--- src/rtl/core/mpphc_pkg.sv ---
package mpphc_pkg;

  localparam int MaxPanelsDefault = 8;
  localparam int RefStepDefault   = 8;

  localparam int SampleW  = 16;
  localparam int RefW     = 11;
  localparam int PanelW   = 3;
  localparam int NumW     = 4;
  localparam int PowerW   = 32;
  localparam int ReleaseW = 17;
  localparam int LimitW   = 24;
  localparam int CfgIdxW  = 3;
  localparam int CfgDataW = 32;
  localparam int SumW     = SampleW + NumW;
  localparam int NeedW    = 16;

  localparam logic [RefW-1:0] RefMax = 11'd2047;

  localparam logic [CfgIdxW-1:0] CfgNumPanels   = 3'd0;
  localparam logic [CfgIdxW-1:0] CfgVoltThr     = 3'd1;
  localparam logic [CfgIdxW-1:0] CfgPowerThr    = 3'd2;
  localparam logic [CfgIdxW-1:0] CfgCurrThr     = 3'd3;
  localparam logic [CfgIdxW-1:0] CfgReleaseThr  = 3'd4;
  localparam logic [CfgIdxW-1:0] CfgRefSumLimit = 3'd5;

  localparam logic OpInit   = 1'b0;
  localparam logic OpUpdate = 1'b1;

  typedef enum logic [3:0] {
    S_IDLE,
    S_SCAN,
    S_RDP,
    S_INIT_WR,
    S_CALC1,
    S_CALC2,
    S_CALC3,
    S_RSCAN,
    S_RWAIT,
    S_NEED,
    S_DIV,
    S_EMIT0,
    S_ADJ_RD,
    S_ADJ_WR
  } state_e;

  typedef struct packed {
    logic [SampleW-1:0] volt;
    logic [SampleW-1:0] curr;
    logic               mpp;
    logic               shade;
    logic [RefW-1:0]    refv;
  } panel_rec_t;

endpackage

--- src/rtl/core/mpphc_in_if.sv ---
interface mpphc_in_if import mpphc_pkg::*; ();
  logic               valid;
  logic               ready;
  logic               op;
  logic [PanelW-1:0]  panel_index;
  logic [SampleW-1:0] voltage_raw;
  logic [SampleW-1:0] current_raw;
  logic [RefW-1:0]    device_reference;
  logic               end_of_round;

  modport source (
    output valid, op, panel_index, voltage_raw, current_raw, device_reference, end_of_round,
    input  ready
  );
  modport sink (
    input  valid, op, panel_index, voltage_raw, current_raw, device_reference, end_of_round,
    output ready
  );
endinterface

--- src/rtl/core/mpphc_out_if.sv ---
interface mpphc_out_if import mpphc_pkg::*; ();
  logic              valid;
  logic              ready;
  logic [PanelW-1:0] out_panel;
  logic [RefW-1:0]   reference_value;
  logic              write_enable;
  logic              at_mpp;
  logic              shaded;
  logic              last;

  modport source (
    output valid, out_panel, reference_value, write_enable, at_mpp, shaded, last,
    input  ready
  );
  modport sink (
    input  valid, out_panel, reference_value, write_enable, at_mpp, shaded, last,
    output ready
  );
endinterface

--- src/rtl/core/mpphc_mem.sv ---
module mpphc_mem import mpphc_pkg::*; #(
  parameter int DEPTH = MaxPanelsDefault,
  parameter int AW    = (DEPTH > 1) ? $clog2(DEPTH) : 1
) (
  input  logic          clk_i,
  input  logic          rst_ni,
  input  logic          rd_en_i,
  input  logic [AW-1:0] rd_addr_i,
  output panel_rec_t    rd_data_o,
  input  logic          wr_en_i,
  input  logic [AW-1:0] wr_addr_i,
  input  panel_rec_t    wr_data_i
);

  panel_rec_t mem_q [DEPTH];
  logic [DEPTH-1:0] valid_q;
  panel_rec_t rd_data_q;

  always_ff @(posedge clk_i) begin
    if (wr_en_i) begin
      mem_q[wr_addr_i] <= wr_data_i;
    end
  end

  always_ff @(posedge clk_i or negedge rst_ni) begin
    if (!rst_ni) begin
      valid_q <= '0;
    end else if (wr_en_i) begin
      valid_q[wr_addr_i] <= 1'b1;
    end
  end

  always_ff @(posedge clk_i) begin
    if (rd_en_i) begin
      rd_data_q <= valid_q[rd_addr_i] ? mem_q[rd_addr_i] : '0;
    end
  end

  assign rd_data_o = rd_data_q;

endmodule

--- src/rtl/core/mpphc_div.sv ---
module mpphc_div import mpphc_pkg::*; #(
  parameter int DW = 4
) (
  input  logic             clk_i,
  input  logic             rst_ni,
  input  logic             start_i,
  input  logic [NeedW-1:0] dividend_i,
  input  logic [DW-1:0]    divisor_i,
  output logic [NeedW-1:0] quotient_o,
  output logic [DW-1:0]    remainder_o,
  output logic             done_o
);

  localparam int CntW = $clog2(NeedW);

  logic             busy_q;
  logic             done_q;
  logic [CntW-1:0]  cnt_q;
  logic [NeedW-1:0] quo_q;
  logic [DW-1:0]    rem_q;
  logic [DW-1:0]    div_q;
  logic [DW:0]      trial;
  logic             ge;

  assign trial = {rem_q, quo_q[NeedW-1]};
  assign ge    = trial >= {1'b0, div_q};

  always_ff @(posedge clk_i or negedge rst_ni) begin
    if (!rst_ni) begin
      busy_q <= 1'b0;
      done_q <= 1'b0;
      cnt_q  <= '0;
    end else begin
      done_q <= 1'b0;
      if (start_i) begin
        busy_q <= 1'b1;
        cnt_q  <= '0;
      end else if (busy_q) begin
        cnt_q <= cnt_q + CntW'(1);
        if (cnt_q == CntW'(NeedW - 1)) begin
          busy_q <= 1'b0;
          done_q <= 1'b1;
        end
      end
    end
  end

  always_ff @(posedge clk_i) begin
    if (start_i) begin
      quo_q <= dividend_i;
      rem_q <= '0;
      div_q <= divisor_i;
    end else if (busy_q) begin
      rem_q <= ge ? DW'(trial - {1'b0, div_q}) : DW'(trial);
      quo_q <= {quo_q[NeedW-2:0], ge};
    end
  end

  assign quotient_o  = quo_q;
  assign remainder_o = rem_q;
  assign done_o      = done_q;

endmodule

--- src/rtl/core/multi_panel_mppt_hill_climb.sv ---
// Channel  Direction  Beat contents
// in_if    sink       op, panel_index, voltage_raw, current_raw, device_reference, end_of_round
// out_if   source     out_panel, reference_value, write_enable, at_mpp, shaded, last
// cfg      write      cfg_we_i, cfg_idx_i, cfg_data_i
//
// One input beat is worked on at a time; every read goes through the single
// read port of the per-panel record memory. An update beat reads every panel in
// use, since the average current and the all-at-MPP test are read from memory
// one panel per cycle. At end of round the reference sum is read the same way,
// and if the limit is exceeded the serial divider runs, then each panel's
// reference is read, reduced and written back in turn.
// Reset clears the record memory valid bits at once; there is no clearing pass.
// A stalled output holds the sequencer at its next result; a new input beat is
// taken while the last result of the previous beat still waits to be taken.
module multi_panel_mppt_hill_climb import mpphc_pkg::*; #(
  parameter int MAX_PANELS = MaxPanelsDefault,
  parameter int REF_STEP   = RefStepDefault
) (
  input  logic                clk_i,
  input  logic                rst_ni,
  mpphc_in_if.sink            in_if,
  mpphc_out_if.source         out_if,
  input  logic                cfg_we_i,
  input  logic [CfgIdxW-1:0]  cfg_idx_i,
  input  logic [CfgDataW-1:0] cfg_data_i
);

  localparam int IW = (MAX_PANELS > 1) ? $clog2(MAX_PANELS) : 1;
  localparam int CW = $clog2(MAX_PANELS + 1);
  localparam int RW = $clog2(int'(RefMax) + 1 + REF_STEP) + 1;

  logic [NumW-1:0]     num_panels_q;
  logic [SampleW-1:0]  volt_thr_q;
  logic [PowerW-1:0]   power_thr_q;
  logic [SampleW-1:0]  curr_thr_q;
  logic [ReleaseW-1:0] release_thr_q;
  logic [LimitW-1:0]   ref_limit_q;

  always_ff @(posedge clk_i or negedge rst_ni) begin
    if (!rst_ni) begin
      num_panels_q  <= NumW'(1);
      volt_thr_q    <= '0;
      power_thr_q   <= '0;
      curr_thr_q    <= '0;
      release_thr_q <= '0;
      ref_limit_q   <= '1;
    end else if (cfg_we_i) begin
      unique case (cfg_idx_i)
        CfgNumPanels:   num_panels_q  <= cfg_data_i[NumW-1:0];
        CfgVoltThr:     volt_thr_q    <= cfg_data_i[SampleW-1:0];
        CfgPowerThr:    power_thr_q   <= cfg_data_i[PowerW-1:0];
        CfgCurrThr:     curr_thr_q    <= cfg_data_i[SampleW-1:0];
        CfgReleaseThr:  release_thr_q <= cfg_data_i[ReleaseW-1:0];
        CfgRefSumLimit: ref_limit_q   <= cfg_data_i[LimitW-1:0];
        default: ;
      endcase
    end
  end

  logic [CW-1:0] n_active;

  always_comb begin
    if (num_panels_q == '0) begin
      n_active = CW'(1);
    end else if (6'(num_panels_q) > 6'(MAX_PANELS)) begin
      n_active = CW'(MAX_PANELS);
    end else begin
      n_active = CW'(num_panels_q);
    end
  end

  state_e state_q, state_d;

  logic               op_q;
  logic [PanelW-1:0]  p_q;
  logic [SampleW-1:0] v_q;
  logic [SampleW-1:0] c_q;
  logic [RefW-1:0]    dref_q;
  logic               eor_q;
  logic [CW-1:0]      n_q;
  logic [IW-1:0]      idx_q, idx_d;

  logic               rd_en;
  logic [IW-1:0]      rd_addr;
  panel_rec_t         rd_data;
  logic               wr_en;
  logic [IW-1:0]      wr_addr;
  panel_rec_t         wr_data;

  logic               in_ready;
  logic               accept;
  logic               idx_last;
  logic               slot_free;
  logic               out_load;
  logic               out_valid_q;
  logic [PanelW-1:0]  ld_panel;
  logic [RefW-1:0]    ld_ref;
  logic               ld_we;
  logic               ld_mpp;
  logic               ld_sh;
  logic               ld_last;

  logic               acc_en_q;
  logic               acc_ref_q;
  logic [SumW-1:0]    acc_q;
  logic               all_mpp_q;

  panel_rec_t         rec_q;
  logic [PowerW-1:0]  prod_new_q;
  logic [PowerW-1:0]  prod_old_q;
  logic signed [SampleW:0] dv_q;
  logic [SumW-1:0]    nc_q;
  logic [SumW-1:0]    nt_q;
  logic signed [PowerW:0]  dp_q;
  logic [SampleW:0]   adv_q;
  logic               shade_cond_q;

  logic [PowerW:0]    adp;
  logic               at_mpp_cond;
  logic               dp_pos, dp_neg, dv_pos, dv_neg;
  logic signed [RW-1:0] ref_w;
  logic [RefW-1:0]    new_ref;
  logic               new_mpp, new_sh;

  logic [RefW-1:0]    res_ref_q;
  logic               res_mpp_q;
  logic               res_sh_q;

  logic               over_q;
  logic [PowerW-1:0]  sum_scaled;
  logic [PowerW-1:0]  sum_diff;
  logic               over_d;
  logic [NeedW-1:0]   need_d;
  logic               div_start;
  logic               div_done;
  logic [NeedW-1:0]   base;
  logic [CW-1:0]      extra;
  logic [NeedW-1:0]   dec;
  logic [RefW-1:0]    adj_ref;

  assign accept    = in_if.valid && in_ready;
  assign idx_last  = (CW'(idx_q) == (n_q - CW'(1)));
  assign slot_free = !out_valid_q || out_if.ready;

  always_comb begin
    state_d   = state_q;
    idx_d     = idx_q;
    in_ready  = 1'b0;
    rd_en     = 1'b0;
    rd_addr   = idx_q;
    wr_en     = 1'b0;
    wr_addr   = IW'(p_q);
    wr_data   = '0;
    out_load  = 1'b0;
    ld_panel  = p_q;
    ld_ref    = res_ref_q;
    ld_we     = 1'b1;
    ld_mpp    = res_mpp_q;
    ld_sh     = res_sh_q;
    ld_last   = 1'b1;
    div_start = 1'b0;
    unique case (state_q)
      S_IDLE: begin
        in_ready = 1'b1;
        idx_d    = '0;
        if (accept) begin
          if (6'(in_if.panel_index) >= 6'(MAX_PANELS)) begin
            state_d = S_IDLE;
          end else if (in_if.op == OpInit) begin
            state_d = S_RDP;
          end else begin
            state_d = S_SCAN;
          end
        end
      end
      S_SCAN: begin
        rd_en = 1'b1;
        if (idx_last) begin
          state_d = S_RDP;
        end else begin
          idx_d = idx_q + IW'(1);
        end
      end
      S_RDP: begin
        rd_en   = 1'b1;
        rd_addr = IW'(p_q);
        state_d = (op_q == OpInit) ? S_INIT_WR : S_CALC1;
      end
      S_INIT_WR: begin
        ld_ref = dref_q;
        ld_we  = 1'b0;
        ld_mpp = 1'b0;
        ld_sh  = 1'b0;
        if (slot_free) begin
          wr_en    = 1'b1;
          wr_data  = '{volt: v_q, curr: c_q, mpp: 1'b0, shade: 1'b0, refv: rd_data.refv};
          out_load = 1'b1;
          state_d  = S_IDLE;
        end
      end
      S_CALC1: state_d = S_CALC2;
      S_CALC2: state_d = S_CALC3;
      S_CALC3: begin
        wr_en   = 1'b1;
        wr_data = '{volt: v_q, curr: c_q, mpp: new_mpp, shade: new_sh, refv: new_ref};
        idx_d   = '0;
        state_d = eor_q ? S_RSCAN : S_EMIT0;
      end
      S_RSCAN: begin
        rd_en = 1'b1;
        if (idx_last) begin
          state_d = S_RWAIT;
        end else begin
          idx_d = idx_q + IW'(1);
        end
      end
      S_RWAIT: state_d = S_NEED;
      S_NEED: begin
        div_start = over_d;
        state_d   = over_d ? S_DIV : S_EMIT0;
      end
      S_DIV: begin
        if (div_done) begin
          state_d = S_EMIT0;
        end
      end
      S_EMIT0: begin
        ld_last = !over_q;
        idx_d   = '0;
        if (slot_free) begin
          out_load = 1'b1;
          state_d  = over_q ? S_ADJ_RD : S_IDLE;
        end
      end
      S_ADJ_RD: begin
        rd_en   = 1'b1;
        state_d = S_ADJ_WR;
      end
      S_ADJ_WR: begin
        wr_addr  = idx_q;
        wr_data  = rd_data;
        wr_data.refv = adj_ref;
        ld_panel = PanelW'(idx_q);
        ld_ref   = adj_ref;
        ld_mpp   = rd_data.mpp;
        ld_sh    = rd_data.shade;
        ld_last  = idx_last;
        if (slot_free) begin
          wr_en    = 1'b1;
          out_load = 1'b1;
          if (idx_last) begin
            state_d = S_IDLE;
          end else begin
            idx_d   = idx_q + IW'(1);
            state_d = S_ADJ_RD;
          end
        end
      end
      default: state_d = S_IDLE;
    endcase
  end

  always_ff @(posedge clk_i or negedge rst_ni) begin
    if (!rst_ni) begin
      state_q  <= S_IDLE;
      idx_q    <= '0;
      acc_en_q <= 1'b0;
      over_q   <= 1'b0;
    end else begin
      state_q  <= state_d;
      idx_q    <= idx_d;
      acc_en_q <= (state_q == S_SCAN) || (state_q == S_RSCAN);
      if (state_q == S_NEED) begin
        over_q <= over_d;
      end else if (state_q == S_CALC3) begin
        over_q <= 1'b0;
      end
    end
  end

  always_ff @(posedge clk_i) begin
    if (accept) begin
      op_q   <= in_if.op;
      p_q    <= in_if.panel_index;
      v_q    <= in_if.voltage_raw;
      c_q    <= in_if.current_raw;
      dref_q <= in_if.device_reference;
      eor_q  <= in_if.end_of_round;
      n_q    <= n_active;
    end
  end

  always_ff @(posedge clk_i) begin
    acc_ref_q <= (state_q == S_RSCAN);
    if (state_q == S_IDLE || state_q == S_CALC3) begin
      acc_q     <= '0;
      all_mpp_q <= 1'b1;
    end else if (acc_en_q) begin
      if (acc_ref_q) begin
        acc_q <= acc_q + SumW'(rd_data.refv);
      end else begin
        acc_q     <= acc_q + SumW'(rd_data.curr);
        all_mpp_q <= all_mpp_q & rd_data.mpp;
      end
    end
  end

  always_ff @(posedge clk_i) begin
    if (state_q == S_CALC1) begin
      rec_q      <= rd_data;
      prod_new_q <= v_q * c_q;
      prod_old_q <= rd_data.volt * rd_data.curr;
      dv_q       <= $signed({1'b0, v_q}) - $signed({1'b0, rd_data.volt});
      nc_q       <= SumW'(c_q) * SumW'(n_q);
      nt_q       <= SumW'(curr_thr_q) * SumW'(n_q);
    end
    if (state_q == S_CALC2) begin
      dp_q         <= $signed({1'b0, prod_new_q}) - $signed({1'b0, prod_old_q});
      adv_q        <= dv_q[SampleW] ? (SampleW + 1)'(-dv_q) : (SampleW + 1)'(dv_q);
      shade_cond_q <= {1'b0, acc_q} > ({1'b0, nc_q} + {1'b0, nt_q});
    end
    if (state_q == S_CALC3) begin
      res_ref_q <= new_ref;
      res_mpp_q <= new_mpp;
      res_sh_q  <= new_sh;
    end
  end

  assign adp    = dp_q[PowerW] ? (PowerW + 1)'(-dp_q) : (PowerW + 1)'(dp_q);
  assign dp_pos = !dp_q[PowerW] && (dp_q != '0);
  assign dp_neg = dp_q[PowerW];
  assign dv_pos = !dv_q[SampleW] && (dv_q != '0);
  assign dv_neg = dv_q[SampleW];
  assign at_mpp_cond = (adp < {1'b0, power_thr_q}) && (adv_q < {1'b0, volt_thr_q});

  always_comb begin
    ref_w   = $signed(RW'(dref_q));
    new_mpp = rec_q.mpp;
    new_sh  = rec_q.shade;
    priority if (rec_q.shade) begin
      if (dv_q > $signed(release_thr_q)) begin
        new_sh  = 1'b0;
        new_mpp = 1'b0;
      end else begin
        ref_w = ref_w + $signed(RW'(REF_STEP));
      end
    end else if (at_mpp_cond) begin
      new_mpp = 1'b1;
      if (all_mpp_q && shade_cond_q) begin
        new_sh = 1'b1;
      end
    end else if ((dp_pos && dv_pos) || (dp_neg && dv_neg)) begin
      ref_w   = ref_w + $signed(RW'(REF_STEP));
      new_mpp = 1'b0;
    end else if ((dp_pos && dv_neg) || (dp_neg && dv_pos)) begin
      ref_w   = ref_w - $signed(RW'(REF_STEP));
      new_mpp = 1'b0;
    end else begin
      new_mpp = rec_q.mpp;
    end
    if (ref_w < 0) begin
      new_ref = '0;
    end else if (ref_w > $signed(RW'(RefMax))) begin
      new_ref = RefMax;
    end else begin
      new_ref = RefW'(ref_w);
    end
  end

  assign sum_scaled = PowerW'({acc_q, 8'h00});
  assign over_d     = sum_scaled > PowerW'(ref_limit_q);
  assign sum_diff   = sum_scaled - PowerW'(ref_limit_q);
  assign need_d     = NeedW'(sum_diff[PowerW-1:8]) + NeedW'(1);

  mpphc_div #(
    .DW (CW)
  ) u_div (
    .clk_i       (clk_i),
    .rst_ni      (rst_ni),
    .start_i     (div_start),
    .dividend_i  (need_d),
    .divisor_i   (n_q),
    .quotient_o  (base),
    .remainder_o (extra),
    .done_o      (div_done)
  );

  assign dec     = base + ((CW'(idx_q) < extra) ? NeedW'(1) : NeedW'(0));
  assign adj_ref = (NeedW'(rd_data.refv) > dec) ? RefW'(NeedW'(rd_data.refv) - dec) : '0;

  mpphc_mem #(
    .DEPTH (MAX_PANELS),
    .AW    (IW)
  ) u_mem (
    .clk_i     (clk_i),
    .rst_ni    (rst_ni),
    .rd_en_i   (rd_en),
    .rd_addr_i (rd_addr),
    .rd_data_o (rd_data),
    .wr_en_i   (wr_en),
    .wr_addr_i (wr_addr),
    .wr_data_i (wr_data)
  );

  logic [PanelW-1:0] out_panel_q;
  logic [RefW-1:0]   out_ref_q;
  logic              out_we_q;
  logic              out_mpp_q;
  logic              out_sh_q;
  logic              out_last_q;

  always_ff @(posedge clk_i or negedge rst_ni) begin
    if (!rst_ni) begin
      out_valid_q <= 1'b0;
    end else if (out_load) begin
      out_valid_q <= 1'b1;
    end else if (out_if.ready) begin
      out_valid_q <= 1'b0;
    end
  end

  always_ff @(posedge clk_i) begin
    if (out_load) begin
      out_panel_q <= ld_panel;
      out_ref_q   <= ld_ref;
      out_we_q    <= ld_we;
      out_mpp_q   <= ld_mpp;
      out_sh_q    <= ld_sh;
      out_last_q  <= ld_last;
    end
  end

  assign in_if.ready            = in_ready;
  assign out_if.valid           = out_valid_q;
  assign out_if.out_panel       = out_panel_q;
  assign out_if.reference_value = out_ref_q;
  assign out_if.write_enable    = out_we_q;
  assign out_if.at_mpp          = out_mpp_q;
  assign out_if.shaded          = out_sh_q;
  assign out_if.last            = out_last_q;

  a_div_done_in_div: assert property (@(posedge clk_i) disable iff (!rst_ni)
    div_done |-> state_q == S_DIV)
    else $error("divider finished outside of the divide state");

  a_no_overwrite: assert property (@(posedge clk_i) disable iff (!rst_ni)
    out_load |-> (!out_valid_q || out_if.ready))
    else $error("result register overwritten while a beat is pending");

  a_adj_only_over: assert property (@(posedge clk_i) disable iff (!rst_ni)
    state_q == S_ADJ_WR |-> over_q)
    else $error("reduction pass entered without a sum overflow");

  a_adj_never_rises: assert property (@(posedge clk_i) disable iff (!rst_ni)
    (state_q == S_ADJ_WR && wr_en) |-> adj_ref <= rd_data.refv)
    else $error("reduction raised a reference");

endmodule

--- src/flat_wrapper.sv ---
// flat-port wrapper written by rule: the top's interface ports become plain ports
module multi_panel_mppt_hill_climb_flat import mpphc_pkg::*;
#(
  parameter int MAX_PANELS = MaxPanelsDefault,
  parameter int REF_STEP   = RefStepDefault
)
  (clk_i, rst_ni, cfg_we_i, cfg_idx_i, cfg_data_i, in_if_valid, in_if_op, in_if_panel_index, in_if_voltage_raw, in_if_current_raw, in_if_device_reference, in_if_end_of_round, in_if_ready, out_if_valid, out_if_out_panel, out_if_reference_value, out_if_write_enable, out_if_at_mpp, out_if_shaded, out_if_last, out_if_ready);
  mpphc_in_if in_if_i ();
  mpphc_out_if out_if_i ();
  input  logic clk_i;
  input  logic rst_ni;
  input  logic cfg_we_i;
  input  logic [CfgIdxW-1:0] cfg_idx_i;
  input  logic [CfgDataW-1:0] cfg_data_i;
  input wire logic [$bits(in_if_i.valid)-1:0] in_if_valid;
  input wire logic [$bits(in_if_i.op)-1:0] in_if_op;
  input wire logic [$bits(in_if_i.panel_index)-1:0] in_if_panel_index;
  input wire logic [$bits(in_if_i.voltage_raw)-1:0] in_if_voltage_raw;
  input wire logic [$bits(in_if_i.current_raw)-1:0] in_if_current_raw;
  input wire logic [$bits(in_if_i.device_reference)-1:0] in_if_device_reference;
  input wire logic [$bits(in_if_i.end_of_round)-1:0] in_if_end_of_round;
  output wire logic [$bits(in_if_i.ready)-1:0] in_if_ready;
  output wire logic [$bits(out_if_i.valid)-1:0] out_if_valid;
  output wire logic [$bits(out_if_i.out_panel)-1:0] out_if_out_panel;
  output wire logic [$bits(out_if_i.reference_value)-1:0] out_if_reference_value;
  output wire logic [$bits(out_if_i.write_enable)-1:0] out_if_write_enable;
  output wire logic [$bits(out_if_i.at_mpp)-1:0] out_if_at_mpp;
  output wire logic [$bits(out_if_i.shaded)-1:0] out_if_shaded;
  output wire logic [$bits(out_if_i.last)-1:0] out_if_last;
  input wire logic [$bits(out_if_i.ready)-1:0] out_if_ready;
  assign in_if_i.valid = in_if_valid;
  assign in_if_i.op = in_if_op;
  assign in_if_i.panel_index = in_if_panel_index;
  assign in_if_i.voltage_raw = in_if_voltage_raw;
  assign in_if_i.current_raw = in_if_current_raw;
  assign in_if_i.device_reference = in_if_device_reference;
  assign in_if_i.end_of_round = in_if_end_of_round;
  assign in_if_ready = in_if_i.ready;
  assign out_if_valid = out_if_i.valid;
  assign out_if_out_panel = out_if_i.out_panel;
  assign out_if_reference_value = out_if_i.reference_value;
  assign out_if_write_enable = out_if_i.write_enable;
  assign out_if_at_mpp = out_if_i.at_mpp;
  assign out_if_shaded = out_if_i.shaded;
  assign out_if_last = out_if_i.last;
  assign out_if_i.ready = out_if_ready;
  multi_panel_mppt_hill_climb #(.MAX_PANELS(MAX_PANELS), .REF_STEP(REF_STEP)) u_core (.clk_i(clk_i), .rst_ni(rst_ni), .in_if(in_if_i), .out_if(out_if_i), .cfg_we_i(cfg_we_i), .cfg_idx_i(cfg_idx_i), .cfg_data_i(cfg_data_i));
endmodule
--- config.mk ---
export PLATFORM = sky130hd
export DESIGN_NAME = multi_panel_mppt_hill_climb_flat
export DESIGN_NICKNAME = d
export VERILOG_FILES = /design/src/rtl/core/mpphc_pkg.sv /design/src/rtl/core/mpphc_in_if.sv /design/src/rtl/core/mpphc_out_if.sv /design/src/rtl/core/mpphc_mem.sv /design/src/rtl/core/mpphc_div.sv /design/src/rtl/core/multi_panel_mppt_hill_climb.sv /design/src/flat_wrapper.sv
export SDC_FILE = /design/constraint.sdc
export NUM_CORES = 2
export LEC_CHECK = 0
export BUFFER_PORTS_ARGS = -buffer_cell sky130_fd_sc_hd__buf_2
export CORE_ASPECT_RATIO = 1.4
export CORE_MARGIN = 2
export CORE_UTILIZATION = 45
export DETAILED_ROUTE_END_ITERATION = 8
export SLEW_MARGIN = 20
export SYNTH_ARGS = -nofsm -noshare
export SYNTH_HDL_FRONTEND = slang
export SYNTH_HIERARCHICAL = 1
export SYNTH_SLANG_ARGS = --single-unit
--- constraint.sdc ---
create_clock -name clk_i -period 13.7 [get_ports clk_i]
set_input_delay 2.055 -clock clk_i [delete_from_list [all_inputs] [get_ports clk_i]]
set_output_delay 2.055 -clock clk_i [all_outputs]
set_load 0.02 [all_outputs]
==> qor.txt <==
Data required time of the critical path: 14.14 ns
Vias per Instance: 5.58
Cell class contributing the biggest share of worst-path delay: adder cells
Normalized max-slew margin: 0.219
Worst setup skew after layout: 0.0281 ns
Crit path top cell by count: sky130_fd_sc_hd__fa_1
Most instantiated cells after synthesis: 703 x sky130_fd_sc_hd__inv_1, 682 x sky130_fd_sc_hd__edfxtp_1, 657 x sky130_fd_sc_hd__nand2_1
Register-to-register setup slack: 6.58 ns
Count of maximum capacitance violations: 0
Post-cts repair resize count: 0
Number of I/O port buffers: 107
Endpoint kind of the worst setup timing path: flip-flop
Clock latency on the worst-skew pair: 0.71 ns
Category of the most critical setup path: reg2reg
Metal1 wirelength: 63.9 mm
Number of buffers inserted by post-CTS setup repair: 0
All-layer global routing usage: 0.238
Synthesized net count: 6423
Post-cts hold buffer count: 0
Post-detailed-routing wire length: 161 mm
FMAX: 0.141 GHz
R2R cell count: 21
Worst R2R End: u_core/prod_new_q[31]$_DFFE_PP_
Post-detailed-route DRC marker count: 0
H-Tree Depth: 3
Compound-cell area share of the yosys netlist: 0.0833
Sequential fraction of the synthesis area: 0.402
Number of cells traversed by the worst hold path: 1
Fill count: 12000
Number of global-route vias before repair: 41800
Portion of synthesized cell area occupied by the leading cell type: 0.338
Antenna violations before repair: 7
Cell-by-cell listing of the critical path: nand2_1, fa_1, inv_1, fa_1, inv_1, fa_1, fa_1, inv_1, fa_1, fa_1, ha_1, a21o_1, a21oi_1, o21bai_1, a221o_1, a221oi_1, a21oi_1, nand4_1, nand2_1, a21oi_1, xnor2_1
Hold Path Origin: u_core/u_mem/valid_q[3]$_DFFE_PN0P_
Fin Setup TNS: 0 ns
Router iterations before antenna repair: 6
Clock buffer count from CTS: 87
Floorplan die width: 314 um
Met3 Wirelength: 7.51 mm
Status: finished clean
Startpoint type of the worst setup path: flip-flop
Worst min-delay path endpoint: u_core/u_mem/valid_q[3]$_DFFE_PN0P_
Tmin final: 7.12 ns
Ports placed on the boundary: 108
Setup violators final: 0
Highest routed layer: met5
Area growth syn-to-layout: 8.78%
Part of the cycle the worst path needs: 0.519
Area taken by multi-input logic gates: 32900 um^2
Simple-gate share of the synthesized area: 0.115
Number of instances in the synthesized netlist: 5418
Maximum number of pins on one net before global-route repair: 81
Detailed Route Iter0 Violations: 2964
Ys flop type: sky130_fd_sc_hd__edfxtp_1
CORE AREA: 134000 um^2
Clock transition at path regs: 0.06 ns
Antenna violation net count after detailed routing: 0
Number of storage elements in the synthesis netlist: 841
Max stage delay cell, worst path: sky130_fd_sc_hd__edfxtp_1
Combined area of all synthesized cells: 60600 um^2
HPWL Detailed: 118 mm
Dominant cells by area after synthesis: sky130_fd_sc_hd__edfxtp_1 34%, sky130_fd_sc_hd__fa_1 15%, sky130_fd_sc_hd__ha_1 9.6%, sky130_fd_sc_hd__dfrtp_1 4.5%, sky130_fd_sc_hd__inv_1 4.4%
Final Hold Vio Count: 0
Global-route wire length before repair: 248 mm
Dominant combinational cell family by area after synthesis: adder cells
Initial standard-cell utilization of the core: 0.453
Post-layout nets: 6446
Adder-cell share of the synthesized area: 0.245
Transition time at the pin with the least slew margin: 1.17 ns
Die area: 138000 um^2
Buffering stage count on the worst path with inverters included: 3
Fraction of synthesized cell area in xor and xnor cells: 0.0370
Portion of netlist area occupied by mux cells: 0.0593
Synth Warn #: 6
Post-Syn Area per Cell: 11.2 um^2
Average wire per standard cell: 22.1 um
Cell at the root of the clock tree: sky130_fd_sc_hd__clkbuf_16
CTS Buffer Depth: 3
# clock sinks: 841
Die extent in y: 438 um
Unrepaired setup endpoints after global routing: false
Critical path data arrival time: 7.56 ns
Combined flip-flop and latch cell area: 24400 um^2
Number of flops mapped to enable cells by yosys: 682
Fraction of layout instances using a drive strength above 1: 0.101
Fraction of registers with async set or reset after synthesis: 0.158
Floorplan row count: 159
Post-synthesis cell type with the largest combined area: sky130_fd_sc_hd__edfxtp_1
Cell variety after synth: 90
Class of the worst hold path: reg2reg
Gr ovfl total: 0
Maximum fanout along the worst path: 21
Beginning of the worst register-to-register path: u_core/c_q[5]$_DFFE_PP_
Final weighted congestion in routability-driven placement: 0.919
Detail Route met2 WL: 81.4 mm
Most common cell in the netlist: sky130_fd_sc_hd__inv_1
Number of vias in the routed layout: 40600
CTS tree: yes
Fin. max-slew vios: 0
Crit-path max cell delay: 1.10 ns
==> final cells by class <==
cell class,instances,share of cell area
Timing Repair Buffer,157,0.0139
Antenna cell,3,0.000114
Tap cell,1771,0.0336
Multi-Input combinational cell,3650,0.499
Sequential cell,841,0.369
Inverter,704,0.0401
Clock inverter,60,0.0103
Clock buffer,99,0.0338
==> registers in the layout, indices dropped and copies added (netlist names), 24 cells and up <==
signal                  flops
u_core/prod_new_q          32
u_core/u_mem/mem_q        360
u_core/prod_old_q          32
u_core/dp_q                33
u_core/ref_limit_q         24
u_core/power_thr_q         32
u_core/u_mem/rd_data_o     45
==> per-layer routing <==
metal | up-vias | global-route usage
met4 | 2 | 0.120
met2 | 1152 | 0.413
li1 | 18600 | -
met1 | 20600 | 0.291
met3 | 314 | 0.0298
met5 | - | 0
==> worst register-to-register path, cell delays in order, from the launching register on <==
cell                       delay (ns)
sky130_fd_sc_hd__edfxtp_1        1.10
sky130_fd_sc_hd__nand2_1         0.19
sky130_fd_sc_hd__fa_1            0.55
sky130_fd_sc_hd__inv_1           0.06
sky130_fd_sc_hd__fa_1            0.55
sky130_fd_sc_hd__inv_1           0.06
sky130_fd_sc_hd__fa_1            0.47
sky130_fd_sc_hd__fa_1            0.50
sky130_fd_sc_hd__inv_1           0.06
sky130_fd_sc_hd__fa_1            0.53
sky130_fd_sc_hd__fa_1            0.49
sky130_fd_sc_hd__ha_1            0.39
sky130_fd_sc_hd__a21o_1          0.21
sky130_fd_sc_hd__a21oi_1         0.14
sky130_fd_sc_hd__o21bai_1        0.09
sky130_fd_sc_hd__a221o_1         0.31
sky130_fd_sc_hd__a221oi_1        0.53
sky130_fd_sc_hd__a21oi_1         0.21
sky130_fd_sc_hd__nand4_1         0.14
sky130_fd_sc_hd__nand2_1         0.05
sky130_fd_sc_hd__a21oi_1         0.16
sky130_fd_sc_hd__xnor2_1         0.08
==> metrics by stage <==
step / setup WS (ns) / util / instance area (um^2) / hold WS, ns / std cells
after global placement: 6.72 / 0.471 / 63000 / 0.446 / 7123
after global routing: 6.17 / 0.493 / 65900 / 0.484 / 7283
final: 6.58 / 0.493 / 65900 / 0.464 / 7285
after detailed placement: 6.61 / 0.471 / 63000 / 0.449 / 7123
after floorplan: 3.75 / - / 60600 / 0.424 / 5418
after CTS: 6.59 / 0.493 / 65900 / 0.464 / 7282
==> cells by family after synthesis <==
group,count (synthesis)
and+or+nand+nor,1475
adders and majority gates,919
buffers and inverters,927
muxes,233
AOI/OAI and AO/OA,767
xor gates and xnor gates,256
DFF,841
==> how the worst max path moves through the flow <==
stage                                        startpoint                               to  depth (start not counted)
after global placement         u_core/c_q[13]$_DFFE_PP_  u_core/prod_new_q[31]$_DFFE_PP_                         21
after global routing            u_core/c_q[6]$_DFFE_PP_  u_core/prod_new_q[31]$_DFFE_PP_                         21
final                           u_core/c_q[5]$_DFFE_PP_  u_core/prod_new_q[31]$_DFFE_PP_                         21
after floorplan           u_core/state_q[0]$_DFFE_PN0P_         u_core/dv_q[0]$_DFFE_PP_                          3
after detailed placement        u_core/c_q[6]$_DFFE_PP_  u_core/prod_new_q[31]$_DFFE_PP_                         21
after CTS                      u_core/c_q[13]$_DFFE_PP_  u_core/prod_new_q[31]$_DFFE_PP_                         21
==> layout by cell type, fill, tap and decap left out, drive strengths merged, types with 38 or more instances in the layout <==
cell    synthesis  routed
dfrtp         108     108
xor2           73      73
nor3           53      53
mux2i          61      61
a22o           38      38
mux4           92      92
xnor2         183     183
fa            450     450
ha            467     467
nor2b          42      42
nor2          231     231
a21o           67      67
buf            30     157
and2          232     232
edfxtp        682     682
inv           703     711
a21oi         178     178
o21ai         202     202
nand3          52      52
mux2           80      80
nand2         657     657
clkbuf        193      99
Power is left out: the tool's default activity adds up to more than one toggle a clock period on the data nets, which glitch-free logic cannot reach.
